**src/plex_pkg.sv**
```systemverilog
// Shared types, token codes and the keyword table of the pseudocode lexer.
package plex_pkg;

  // Token kinds.
  localparam logic [5:0] K_LPAREN   = 6'd0;
  localparam logic [5:0] K_RPAREN   = 6'd1;
  localparam logic [5:0] K_LBRACE   = 6'd2;
  localparam logic [5:0] K_RBRACE   = 6'd3;
  localparam logic [5:0] K_LBRACKET = 6'd4;
  localparam logic [5:0] K_RBRACKET = 6'd5;
  localparam logic [5:0] K_COMMA    = 6'd6;
  localparam logic [5:0] K_EQ       = 6'd7;
  localparam logic [5:0] K_NE       = 6'd8;
  localparam logic [5:0] K_PLUS     = 6'd9;
  localparam logic [5:0] K_MINUS    = 6'd10;
  localparam logic [5:0] K_STAR     = 6'd11;
  localparam logic [5:0] K_SLASH    = 6'd12;
  localparam logic [5:0] K_LT       = 6'd13;
  localparam logic [5:0] K_LE       = 6'd14;
  localparam logic [5:0] K_ARROW    = 6'd15;
  localparam logic [5:0] K_GT       = 6'd16;
  localparam logic [5:0] K_GE       = 6'd17;
  localparam logic [5:0] K_IDENT    = 6'd18;
  localparam logic [5:0] K_STRING   = 6'd19;
  localparam logic [5:0] K_NUMBER   = 6'd20;
  localparam logic [5:0] K_KW_BASE  = 6'd21;
  localparam logic [5:0] K_ERROR    = 6'd37;
  localparam logic [5:0] K_EOF      = 6'd38;

  // Error codes.
  localparam logic [1:0] E_NONE   = 2'd0;
  localparam logic [1:0] E_UNTERM = 2'd1;
  localparam logic [1:0] E_UNEXP  = 2'd2;

  localparam logic [15:0] LEN_MAX = 16'hFFFF;

  // Keyword table; text is right-justified, first character in the high byte.
  localparam int KW_CHARS = 9;
  localparam int KW_COUNT = 16;
  localparam int KW_IDX_BITS = $clog2(KW_CHARS);

  localparam logic [8*KW_CHARS-1:0] KW_TEXT [KW_COUNT] = '{
    72'("AND"), 72'("ELSE"), 72'("EACH"), 72'("FOR"), 72'("FALSE"),
    72'("IF"), 72'("IN"), 72'("MOD"), 72'("NOT"), 72'("OR"),
    72'("PROCEDURE"), 72'("RETURN"), 72'("REPEAT"), 72'("TIMES"),
    72'("TRUE"), 72'("UNTIL")
  };
  localparam logic [3:0] KW_LEN [KW_COUNT] = '{
    4'd3, 4'd4, 4'd4, 4'd3, 4'd5, 4'd2, 4'd2, 4'd3, 4'd3, 4'd2,
    4'd9, 4'd6, 4'd6, 4'd5, 4'd4, 4'd5
  };

  typedef struct packed {
    logic [5:0]  kind;
    logic [1:0]  err_code;
    logic [15:0] start_pos;
    logic [15:0] tok_len;
    logic [15:0] line_no;
    logic        last;
  } plex_res_t;

  // Results of one step, packed toward res0.
  typedef struct packed {
    logic [1:0] cnt;
    plex_res_t  res0;
    plex_res_t  res1;
  } plex_push_t;

  // Keyword lookup on the first characters of an identifier. Entries at or
  // beyond len_i do not affect the result.
  function automatic logic [5:0] kw_kind(input logic [7:0] wbuf_i [KW_CHARS],
                                         input logic [15:0] len_i);
    logic [5:0] k;
    logic       hit;
    k = K_IDENT;
    for (int i = 0; i < KW_COUNT; i++) begin
      hit = (len_i == {12'd0, KW_LEN[i]});
      for (int j = 0; j < KW_CHARS; j++) begin
        if (j < int'(KW_LEN[i])) begin
          if (wbuf_i[j] != KW_TEXT[i][(int'(KW_LEN[i]) - 1 - j) * 8 +: 8]) begin
            hit = 1'b0;
          end
        end
      end
      if (hit) begin
        k = 6'(int'(K_KW_BASE) + i);
      end
    end
    return k;
  endfunction

endpackage

```
**src/pseudocode_lexer_unit.sv**
```systemverilog
// Streaming pseudocode lexer: one source byte per transfer in, tokens out.
// The scanner takes one source byte per cycle unless the input is stalled. A byte
// sits in an input register, is scanned from there and its results enter a
// four-entry result queue, from whose head tokens reach the output. A byte that
// closes one token and opens another gives two results; the output port hands
// over one result per cycle while out_stall_i is low, so input is held off only
// while the queue holds more than two results. Byte 0 ends the source, yields
// the end-of-file token and puts the line count back to one.
module pseudocode_lexer_unit #(
  parameter int POS_BITS  = 16,
  parameter int LINE_BITS = 16
) (
  input  logic        clk_i,
  input  logic        rst_ni,
  input  logic        in_valid_i,
  output logic        in_stall_o,
  input  logic [7:0]  ch_i,
  output logic        out_valid_o,
  input  logic        out_stall_i,
  output logic [5:0]  kind_o,
  output logic [1:0]  err_code_o,
  output logic [15:0] start_pos_o,
  output logic [15:0] tok_len_o,
  output logic [15:0] line_no_o,
  output logic        last_o
);
  import plex_pkg::*;

  logic       in_valid_q;
  logic [7:0] ch_q;
  logic       room2, fire;
  plex_push_t push;
  plex_res_t  head;

  assign fire       = in_valid_q && room2;
  assign in_stall_o = in_valid_q && !room2;

  always_ff @(posedge clk_i or negedge rst_ni) begin
    if (!rst_ni) begin
      in_valid_q <= 1'b0;
    end else if (!in_stall_o) begin
      in_valid_q <= in_valid_i;
    end
  end

  always_ff @(posedge clk_i) begin
    if (!in_stall_o && in_valid_i) begin
      ch_q <= ch_i;
    end
  end

  plex_core #(
    .POS_BITS (POS_BITS),
    .LINE_BITS(LINE_BITS)
  ) u_core (
    .clk_i (clk_i),
    .rst_ni(rst_ni),
    .fire_i(fire),
    .ch_i  (ch_q),
    .push_o(push)
  );

  plex_fifo u_fifo (
    .clk_i      (clk_i),
    .rst_ni     (rst_ni),
    .push_en_i  (fire),
    .push_i     (push),
    .room2_o    (room2),
    .out_valid_o(out_valid_o),
    .out_stall_i(out_stall_i),
    .head_o     (head)
  );

  assign kind_o      = head.kind;
  assign err_code_o  = head.err_code;
  assign start_pos_o = head.start_pos;
  assign tok_len_o   = head.tok_len;
  assign line_no_o   = head.line_no;
  assign last_o      = head.last;

endmodule

```
**src/plex_core.sv**
```systemverilog
// Scanner state and the combinational step that turns one byte into results.
module plex_core #(
  parameter int POS_BITS  = 16,
  parameter int LINE_BITS = 16
) (
  input  logic                clk_i,
  input  logic                rst_ni,
  input  logic                fire_i,
  input  logic [7:0]          ch_i,
  output plex_pkg::plex_push_t push_o
);
  import plex_pkg::*;

  localparam logic [3:0] M_IDLE = 4'd0;
  localparam logic [3:0] M_INT  = 4'd1;
  localparam logic [3:0] M_FRAC = 4'd2;
  localparam logic [3:0] M_WORD = 4'd3;
  localparam logic [3:0] M_STR  = 4'd4;
  localparam logic [3:0] M_ESC  = 4'd5;
  localparam logic [3:0] M_BANG = 4'd6;
  localparam logic [3:0] M_LT   = 4'd7;
  localparam logic [3:0] M_GT   = 4'd8;

  logic [3:0]           mode_q, mode_d;
  logic [POS_BITS-1:0]  tstart_q, tstart_d;
  logic [POS_BITS-1:0]  cur_q, cur_d;
  logic [LINE_BITS-1:0] line_q, line_d;
  logic [15:0]          wlen_q, wlen_d;
  logic [7:0]           wbuf_q [KW_CHARS];

  logic                   wb_we;
  logic [KW_IDX_BITS-1:0] wb_idx;

  logic [15:0] cur16, tstart16, line16, wlen_grow;
  logic        a_v, b_v, rest, is_digit, is_alpha;
  plex_res_t   a_res, b_res;

  // Output fields are 16 bits wide and clamp at their maximum.
  if (POS_BITS > 16) begin : g_pos_wide
    assign cur16    = (|cur_q[POS_BITS-1:16]) ? LEN_MAX : cur_q[15:0];
    assign tstart16 = (|tstart_q[POS_BITS-1:16]) ? LEN_MAX : tstart_q[15:0];
  end else if (POS_BITS == 16) begin : g_pos_same
    assign cur16    = cur_q;
    assign tstart16 = tstart_q;
  end else begin : g_pos_narrow
    assign cur16    = {{(16-POS_BITS){1'b0}}, cur_q};
    assign tstart16 = {{(16-POS_BITS){1'b0}}, tstart_q};
  end

  if (LINE_BITS > 16) begin : g_line_wide
    assign line16 = (|line_q[LINE_BITS-1:16]) ? LEN_MAX : line_q[15:0];
  end else if (LINE_BITS == 16) begin : g_line_same
    assign line16 = line_q;
  end else begin : g_line_narrow
    assign line16 = {{(16-LINE_BITS){1'b0}}, line_q};
  end

  assign wlen_grow = (wlen_q != LEN_MAX) ? wlen_q + 16'd1 : wlen_q;
  assign is_digit  = ch_i inside {["0":"9"]};
  assign is_alpha  = (ch_i inside {["a":"z"], ["A":"Z"]}) || (ch_i == "_");

  function automatic plex_res_t mk(input logic [5:0] kind, input logic [1:0] err,
                                   input logic [15:0] start, input logic [15:0] len,
                                   input logic [15:0] line, input logic last);
    plex_res_t r;
    r.kind      = kind;
    r.err_code  = err;
    r.start_pos = start;
    r.tok_len   = len;
    r.line_no   = line;
    r.last      = last;
    return r;
  endfunction

  always_comb begin
    mode_d   = M_IDLE;
    tstart_d = tstart_q;
    wlen_d   = wlen_q;
    line_d   = line_q;
    cur_d    = (cur_q != '1) ? cur_q + 1'b1 : cur_q;
    wb_we    = 1'b0;
    wb_idx   = wlen_q[KW_IDX_BITS-1:0];
    rest     = 1'b1;
    a_v      = 1'b0;
    b_v      = 1'b0;
    a_res    = mk(K_NUMBER, E_NONE, tstart16, wlen_q, line16, 1'b0);
    b_res    = mk(K_ERROR, E_UNEXP, cur16, 16'd1, line16, 1'b0);

    // First finish or extend the pending token.
    case (mode_q)
      M_INT, M_FRAC: begin
        if (is_digit) begin
          wlen_d = wlen_grow;
          mode_d = mode_q;
          rest   = 1'b0;
        end else if (mode_q == M_INT && ch_i == ".") begin
          wlen_d = wlen_grow;
          mode_d = M_FRAC;
          rest   = 1'b0;
        end else begin
          a_v = 1'b1;
        end
      end
      M_WORD: begin
        if (is_alpha || is_digit) begin
          wb_we  = (wlen_q < 16'(KW_CHARS));
          wlen_d = wlen_grow;
          mode_d = M_WORD;
          rest   = 1'b0;
        end else begin
          a_v   = 1'b1;
          a_res = mk(kw_kind(wbuf_q, wlen_q), E_NONE, tstart16, wlen_q, line16, 1'b0);
        end
      end
      M_STR, M_ESC: begin
        if (ch_i == 8'h00 || ch_i == 8'h0A) begin
          a_v   = 1'b1;
          a_res = mk(K_ERROR, E_UNTERM, tstart16, wlen_q, line16, 1'b0);
        end else begin
          wlen_d = wlen_grow;
          rest   = 1'b0;
          if (mode_q == M_ESC) begin
            mode_d = M_STR;
          end else if (ch_i == "\\") begin
            mode_d = M_ESC;
          end else if (ch_i == "\"") begin
            a_v   = 1'b1;
            a_res = mk(K_STRING, E_NONE, tstart16, wlen_grow, line16, 1'b0);
          end else begin
            mode_d = M_STR;
          end
        end
      end
      M_BANG: begin
        a_v = 1'b1;
        if (ch_i == "=") begin
          a_res = mk(K_NE, E_NONE, tstart16, 16'd2, line16, 1'b0);
          rest  = 1'b0;
        end else begin
          a_res = mk(K_ERROR, E_UNEXP, tstart16, 16'd1, line16, 1'b0);
        end
      end
      M_LT: begin
        a_v = 1'b1;
        if (ch_i == "=") begin
          a_res = mk(K_LE, E_NONE, tstart16, 16'd2, line16, 1'b0);
          rest  = 1'b0;
        end else if (ch_i == "-") begin
          a_res = mk(K_ARROW, E_NONE, tstart16, 16'd2, line16, 1'b0);
          rest  = 1'b0;
        end else begin
          a_res = mk(K_LT, E_NONE, tstart16, 16'd1, line16, 1'b0);
        end
      end
      M_GT: begin
        a_v = 1'b1;
        if (ch_i == "=") begin
          a_res = mk(K_GE, E_NONE, tstart16, 16'd2, line16, 1'b0);
          rest  = 1'b0;
        end else begin
          a_res = mk(K_GT, E_NONE, tstart16, 16'd1, line16, 1'b0);
        end
      end
      default: begin
      end
    endcase

    // Then treat the byte as the start of something new, if it was not consumed.
    if (rest) begin
      case (ch_i)
        8'h00: begin
          b_v   = 1'b1;
          b_res = mk(K_EOF, E_NONE, cur16, 16'd0, line16, 1'b1);
        end
        8'h0A: begin
          if (line_q != '1) begin
            line_d = line_q + 1'b1;
          end
        end
        " ", 8'h09, 8'h0D: begin
        end
        "(": begin b_v = 1'b1; b_res = mk(K_LPAREN, E_NONE, cur16, 16'd1, line16, 1'b0); end
        ")": begin b_v = 1'b1; b_res = mk(K_RPAREN, E_NONE, cur16, 16'd1, line16, 1'b0); end
        "{": begin b_v = 1'b1; b_res = mk(K_LBRACE, E_NONE, cur16, 16'd1, line16, 1'b0); end
        "}": begin b_v = 1'b1; b_res = mk(K_RBRACE, E_NONE, cur16, 16'd1, line16, 1'b0); end
        "[": begin b_v = 1'b1; b_res = mk(K_LBRACKET, E_NONE, cur16, 16'd1, line16, 1'b0); end
        "]": begin b_v = 1'b1; b_res = mk(K_RBRACKET, E_NONE, cur16, 16'd1, line16, 1'b0); end
        ",": begin b_v = 1'b1; b_res = mk(K_COMMA, E_NONE, cur16, 16'd1, line16, 1'b0); end
        "=": begin b_v = 1'b1; b_res = mk(K_EQ, E_NONE, cur16, 16'd1, line16, 1'b0); end
        "+": begin b_v = 1'b1; b_res = mk(K_PLUS, E_NONE, cur16, 16'd1, line16, 1'b0); end
        "-": begin b_v = 1'b1; b_res = mk(K_MINUS, E_NONE, cur16, 16'd1, line16, 1'b0); end
        "*": begin b_v = 1'b1; b_res = mk(K_STAR, E_NONE, cur16, 16'd1, line16, 1'b0); end
        "/": begin b_v = 1'b1; b_res = mk(K_SLASH, E_NONE, cur16, 16'd1, line16, 1'b0); end
        "!", "<", ">", "\"": begin
          tstart_d = cur_q;
          wlen_d   = 16'd1;
          case (ch_i)
            "!":     mode_d = M_BANG;
            "<":     mode_d = M_LT;
            ">":     mode_d = M_GT;
            default: mode_d = M_STR;
          endcase
        end
        default: begin
          if (is_digit || is_alpha) begin
            tstart_d = cur_q;
            wlen_d   = 16'd1;
            mode_d   = is_digit ? M_INT : M_WORD;
            wb_we    = is_alpha;
            wb_idx   = '0;
          end else begin
            b_v = 1'b1;
          end
        end
      endcase
    end

    // End of source puts every counter back to its reset value.
    if (ch_i == 8'h00) begin
      mode_d   = M_IDLE;
      tstart_d = '0;
      cur_d    = '0;
      line_d   = LINE_BITS'(1);
      wlen_d   = '0;
    end
  end

  always_comb begin
    push_o.cnt  = {1'b0, a_v} + {1'b0, b_v};
    push_o.res0 = a_v ? a_res : b_res;
    push_o.res1 = b_res;
  end

  always_ff @(posedge clk_i or negedge rst_ni) begin
    if (!rst_ni) begin
      mode_q   <= M_IDLE;
      tstart_q <= '0;
      cur_q    <= '0;
      line_q   <= LINE_BITS'(1);
      wlen_q   <= '0;
    end else if (fire_i) begin
      mode_q   <= mode_d;
      tstart_q <= tstart_d;
      cur_q    <= cur_d;
      line_q   <= line_d;
      wlen_q   <= wlen_d;
    end
  end

  always_ff @(posedge clk_i) begin
    if (fire_i && wb_we) begin
      wbuf_q[wb_idx] <= ch_i;
    end
  end

endmodule

```
**src/plex_fifo.sv**
```systemverilog
// Four-entry result queue that takes up to two results per cycle while it has room for two.
module plex_fifo (
  input  logic                 clk_i,
  input  logic                 rst_ni,
  input  logic                 push_en_i,
  input  plex_pkg::plex_push_t push_i,
  output logic                 room2_o,
  output logic                 out_valid_o,
  input  logic                 out_stall_i,
  output plex_pkg::plex_res_t  head_o
);
  import plex_pkg::*;

  plex_res_t  ent_q [4];
  logic [1:0] wr_q, rd_q;
  logic [2:0] cnt_q;
  logic [1:0] n_push;
  logic       pop;

  assign n_push      = push_en_i ? push_i.cnt : 2'd0;
  assign out_valid_o = (cnt_q != 3'd0);
  assign pop         = out_valid_o && !out_stall_i;
  assign room2_o     = (cnt_q <= 3'd2);
  assign head_o      = ent_q[rd_q];

  always_ff @(posedge clk_i or negedge rst_ni) begin
    if (!rst_ni) begin
      wr_q  <= '0;
      rd_q  <= '0;
      cnt_q <= '0;
    end else begin
      wr_q  <= wr_q + n_push;
      rd_q  <= rd_q + {1'b0, pop};
      cnt_q <= cnt_q + {1'b0, n_push} - {2'b0, pop};
    end
  end

  always_ff @(posedge clk_i) begin
    if (n_push != 2'd0) begin
      ent_q[wr_q] <= push_i.res0;
    end
    if (n_push == 2'd2) begin
      ent_q[wr_q + 2'd1] <= push_i.res1;
    end
  end

endmodule

```
**config.mk**
```make
export PLATFORM = sky130hd
export DESIGN_NAME = pseudocode_lexer_unit
export DESIGN_NICKNAME = d
export VERILOG_FILES = /design/src/plex_pkg.sv /design/src/pseudocode_lexer_unit.sv /design/src/plex_core.sv /design/src/plex_fifo.sv
export SDC_FILE = /design/constraint.sdc
export NUM_CORES = 1
export LEC_CHECK = 0
export BUFFER_PORTS_ARGS = -buffer_cell sky130_fd_sc_hd__clkbuf_2
export CORE_MARGIN = 5
export CORE_UTILIZATION = 62
export CTS_BUF_LIST = sky130_fd_sc_hd__clkbuf_8 sky130_fd_sc_hd__clkbuf_16
export DETAILED_ROUTE_END_ITERATION = 10
export HOLD_SLACK_MARGIN = 0.08
export PLACE_DENSITY = 0.8
export SYNTH_ARGS = -nofsm -noshare
export SYNTH_HDL_FRONTEND = slang
export SYNTH_SLANG_ARGS = --single-unit
```
**constraint.sdc**
```tcl
create_clock -name clk_i -period 6.15 [get_ports clk_i]
set_input_delay 0.615 -clock clk_i [delete_from_list [all_inputs] [get_ports clk_i]]
set_output_delay 0.615 -clock clk_i [all_outputs]
set_load 0.05 [all_outputs]
```
# [Yosys cells after proc, flatten, opt, wreduce, memory -nomap -nowiden]
# Memories as Yosys holds them, arrays and structs flattened.
# Cells that the tools add are included.
[totals] output_inout_bits=59 ff_bits=156 ram_bits=228 wordCells=353 inputBits=12 memories=1
[classes] bitwise=1 mux=188 n_lt_le_gt_ge=10 add_sub_neg=9 eq_ne=88 n_reduce_logical=37
[mem_list] name="u_fifo.ent_q" words=4 word_bits=57 read_ports=1 rd_clocked_by_memory_dff=0 wr=2 line_no="plex_fifo.sv:14" source="plex_res_t ent_q [4];"
[op_table] op="$pmux W57 S13" n=1
[op_table] op="$mux W57" n=8
[op_table] op="$ne A8 B7 Y1 const B" n=46
[op_table] op="$pmux W57 S5" n=1
[op_table] op="$mux W16" n=17
[op_table] op="$mux W1" n=115
[op_table] op="$eq A8 B6 Y1 const B" n=14
[op_table] op="$bwmux W72" n=1
[op_table] op="$mux W4" n=18
[op_table] op="$pmux W16 S2" n=2
[op_table] op="$mux W54" n=1
[op_table] op="$mux W53" n=1
[op_table] op="$mux W52" n=1
[op_table] op="$add A16 B1 Y16 const B" n=3
[op_table] op="$eq A16 B3 Y1 const B" n=3
[op_table] op="$eq A8 B7 Y1 const B" n=6
[op_table] op="$ne A16 B16 Y1 const B" n=3
[op_table] op="$pmux W16 S3" n=1
[op_table] op="$demux W8 S4" n=1
[op_table] op="$eq A16 B2 Y1 const B" n=2
[op_table] op="$mux W6" n=5
[op_table] op="$eq A8 B4 Y1 const B" n=3
[op_table] op="$pmux W4 S3" n=2
[op_table] op="$reduce_or A21 Y1" n=1
[op_table] op="other kinds (43)" n=77

# [Logic depth before layout (Yosys ltp)]
[depth] depth_word=26 depth_mapped=17 mapped_depth_nobuf=14

# [Cells and area by module]
# From an unflattened synthesis, not the netlist that was laid out.
[unflattened] cells_unflattened=1566 area_unflattened_um2=20498.4
[by_module_without_submodules] module="plex_fifo" cells_per_inst=597 area_each_um2=11503.5 instances=1 seq_area_each_um2=7021.7
[by_module_without_submodules] module="plex_core" cells_per_inst=955 area_each_um2=8690.8 instances=1 seq_area_each_um2=3865.0
[by_module_without_submodules] module="pseudocode_lexer_unit" cells_per_inst=14 area_each_um2=304.0 instances=1 seq_area_each_um2=265.3

# [Worst setup path after synthesis]
# OpenSTA, ideal clock, no wires.
[synth_timing] path_type="register to register" from="register ch_q[4]" to="memory u_fifo.ent_q[3][10] in the netlist's numbering (data pin)" arrival_time_ps=4611 stages_incl_launch_ff=17 n_path_buf=3 setup_slack_ps=1278 cell_sequence="edfxtp_1 buf_4 or4_1 o21ai_2 o21ai_2 o22a_2 nand2_8 o311ai_0 a31oi_1 ha_1 clkbuf_1 o21ai_1 nor2_1 nor2_1 inv_1 clkbuf_1 and2_1"
[synth_lines] element="from (decl)" line_no="pseudocode_lexer_unit.sv:30" source="logic [7:0] ch_q;"
[synth_lines] element="from (signal assigned)" line_no="pseudocode_lexer_unit.sv:48" source="ch_q <= ch_i;"
[synth_lines] element="to (decl)" line_no="plex_fifo.sv:14"

==> run summary <==
CP endpoint kind: flip-flop
Avg Vias per Cell: 6.70
CTS tree: done
Buffers & Inverters on Critical Path: 5
num rows: 63
xor/xnor share of the synthesized area: 0.00947
final instance area: 20,400 sq um
pre-CTS setup slack: 1.07 ns
global-route wire length before repair: 75,300 microns
syn nets: 1,633
Total GRT Usage: 0.283
Startpoint Class: flip-flop
max cap viols: 0
final cell count without fillers: 2,067
fin worst setup slack: 0.966 ns
Adder-Cell Fraction of Synth Area: 0.00920
Die X-Extent: 183 microns
Slew HR: 0.158
Setup Skew: 0.0200 ns
Skew-Pair Late Insertion Delay: 0.54 ns
crit path cell chain: nand4b_1, or3_1, a21boi_2, o22ai_2, nor3_4, buf_4, inv_2, ha_1, o21ai_1, nor2_1, nor2_1, buf_4, inv_2, buf_4
worst-path fanout max: 43
layout cell share with drive strength beyond 1: 0.154
CTS Buf Count: 40
Final Cycle Share: 0.843
grt total ovfl: 0
simple-gate share of the synthesized area: 0.180
count of cell types in the netlist: 94
Final min period: 5.18 ns
P&R area growth vs syn: 10.5%
root buf cell: clkbuf_16
most frequent CP cell: buf_4
Max Slew Vio Count: 0
buffers added on ports: 70
crit-path max cell delay: 1.03 ns
hpwl dp: 31,600 microns
multiplexer area fraction after synthesis: 0.0705
DRC violations left: 0
Synth area leaders: edfxtp_1 39%, dfrtp_1 10%, dfxtp_1 7.4%, mux4_2 6.9%, a22o_1 3.5%
Area after DPL: 19,100 sq um
clock transition at the registers of the reported paths: 0.06 ns
Ys Warns: 0
main combinational cell family by area after synthesis: simple AND/OR/NAND/NOR gates
Leakage: 7.07 nW
VDD IR max: 0.348 mV
Fin Setup TNS: 0 ns
slowest CP cell: edfxtp_1
Post-Syn Instances: 1,608
Worst Hold Class: primary input to flip-flop
Synth top cells by count: 240 x edfxtp_1, 163 x nand2_1, 114 x o21ai_0
most common cell in the netlist: edfxtp_1
Initial Utilization: 0.626
vias in the first global route: 13.4k
final wirelength: 47,600 microns
status: finished, final reports clean
number of antenna cells inserted: 0
Max H-tree Level: 2
cell family with most CP delay: buffers and inverters
fin nets: 1,671
Seq/Total Area, Yosys: 0.566
die area: 33,400 sq um
vias after detailed routing: 13.8k
RSZ-0062 raised after global routing: no
I/O pins: 71
DRT iter0 DRCs: 1,654
Bufs on Longest Clock Path: 3
CP required: 6.38 ns
most common flop cell mapped by yosys: edfxtp_1
Crit Path Category: flip-flop to flip-flop
worst path arrival time: 5.41 ns
final setup violation count: 0
wire per inst: 23.1 microns
largest net degree at the start of global routing: 73
Syn Area/Cell: 11.5 sq um
top cell type's share of synthesized area: 0.389
synthesized area: 18,500 sq um
EDFF count, synth: 240
Core Footprint: 29,600 sq um
Synth Register Bits: 384
area leader, netlist: edfxtp_1
ys async rst share: 0.198
drt pass-1 iters: 6
initial antenna violation count: 0
Final Hold Violating Endpoints: 0
placed cell count: 1,993
Die Height: 183 microns
Final Power: 0.00969 W
Routability Congestion: 0.951
PwrDens: 474 nW/um^2
clk sink count: 384
Synth Area in Compound Gates: 0.135
Slew @ Worst Pin: 1.25 ns
FMAX: 0.193 GHz
antenna-violating nets left: 0
==> worst paths after layout <==
kind / startpoint / endpoint / slack, ns / cells after the start
max: ch_q[3] / u_fifo.ent_q[3][52] / 0.97 / 14
min: ch_i[6] / ch_q[6] / 0.26 / 1
min in group asynchronous: rst_ni / u_fifo.cnt_q[1] / 0.44 / 2
max in group asynchronous: rst_ni / u_fifo.rd_q[0] / 4.43 / 3
min reg2reg: u_fifo.ent_q[2][27] / u_fifo.ent_q[2][27] / 0.45 / 2
max reg2reg: ch_q[3] / u_fifo.ent_q[3][52] / 0.97 / 14
==> report_power, final <==
group          switching [W]  internal (W)
clock network       0.000991       0.00135
registers           0.000361       0.00328
logic                0.00265       0.00105
total                0.00400       0.00569
==> cells in the final DEF, fill, tap and decap left out, types with 13 or more instances in the layout <==
cell type	count
nor4_1	21
a22o_1	74
o21ai_1	27
a21oi_1	67
nand3_1	45
edfxtp_1	240
nand4_1	21
nand2_1	163
clkbuf_2	69
o22ai_1	25
dfrtp_1	73
nor3_1	37
nor2b_1	61
a31oi_1	18
mux4_2	57
nor2_1	98
or3_1	24
o21ai_0	114
inv_1	35
and2_1	25
dfxtp_1	68
buf_4	30
clkbuf_16	42
and3_1	20
nand2b_1	17
xnor2_1	13
==> logic make-up after synthesis <==
group | count (synthesis)
xor gates and xnor gates | 20
buffers and inverters | 131
muxes | 59
and+or+nand+nor | 615
adders and majority gates | 13
AOI/OAI and AO/OA | 386
DFF | 384
==> final cells by class <==
cell class | count | area [sq um]
clock buffers | 44 | 1080
clock inverters | 29 | 210
fillers | 2121 | 9120
inverters | 26 | 97.6
multi-input cells | 1093 | 7490
flip-flops and latches | 384 | 10500
well taps | 390 | 488
repair buffers | 101 | 601
==> flip-flops by register name (all words and copies together), names as in the netlist <==
name,count
u_fifo.wr_q,2
u_core.tstart16,16
ch_q,8
u_fifo.ent_q,228
u_core.wbuf_q,72
u_core.line16,16
u_fifo.rd_q,2
u_core.mode_q,4
u_core.wlen_q,16
in_valid_q,1
u_fifo.cnt_q,3
u_core.cur16,16
==> through the flow <==
stage | hold WS [ns] | utilization
after floorplan | 0.319 | -
after global placement | 0.428 | 0.648
after detailed placement | 0.435 | 0.648
after CTS | 0.236 | 0.691
after global routing | 0.242 | 0.691
final | 0.259 | 0.691
==> repair_timing <==
| item | in CTS | in global routing |
|---|---|---|
| gates resized for setup | 0 | 0 |
| endpoints found under the setup margin | 0 | 0 |
| endpoints found under the hold margin | 4 | 0 |
| hold buffers | 1 | 0 |
| buffers inserted | 0 | 0 |
==> metal layers <==
| layer | track usage | part of all wire |
|---|---|---|
| met1 | 0.416 | 0.41 |
| met2 | 0.447 | 0.47 |
| met3 | 0.0555 | 0.098 |
| met4 | 0.0642 | 0.019 |
| met5 | 0 | 0 |
(Power assumes the default switching activity.)
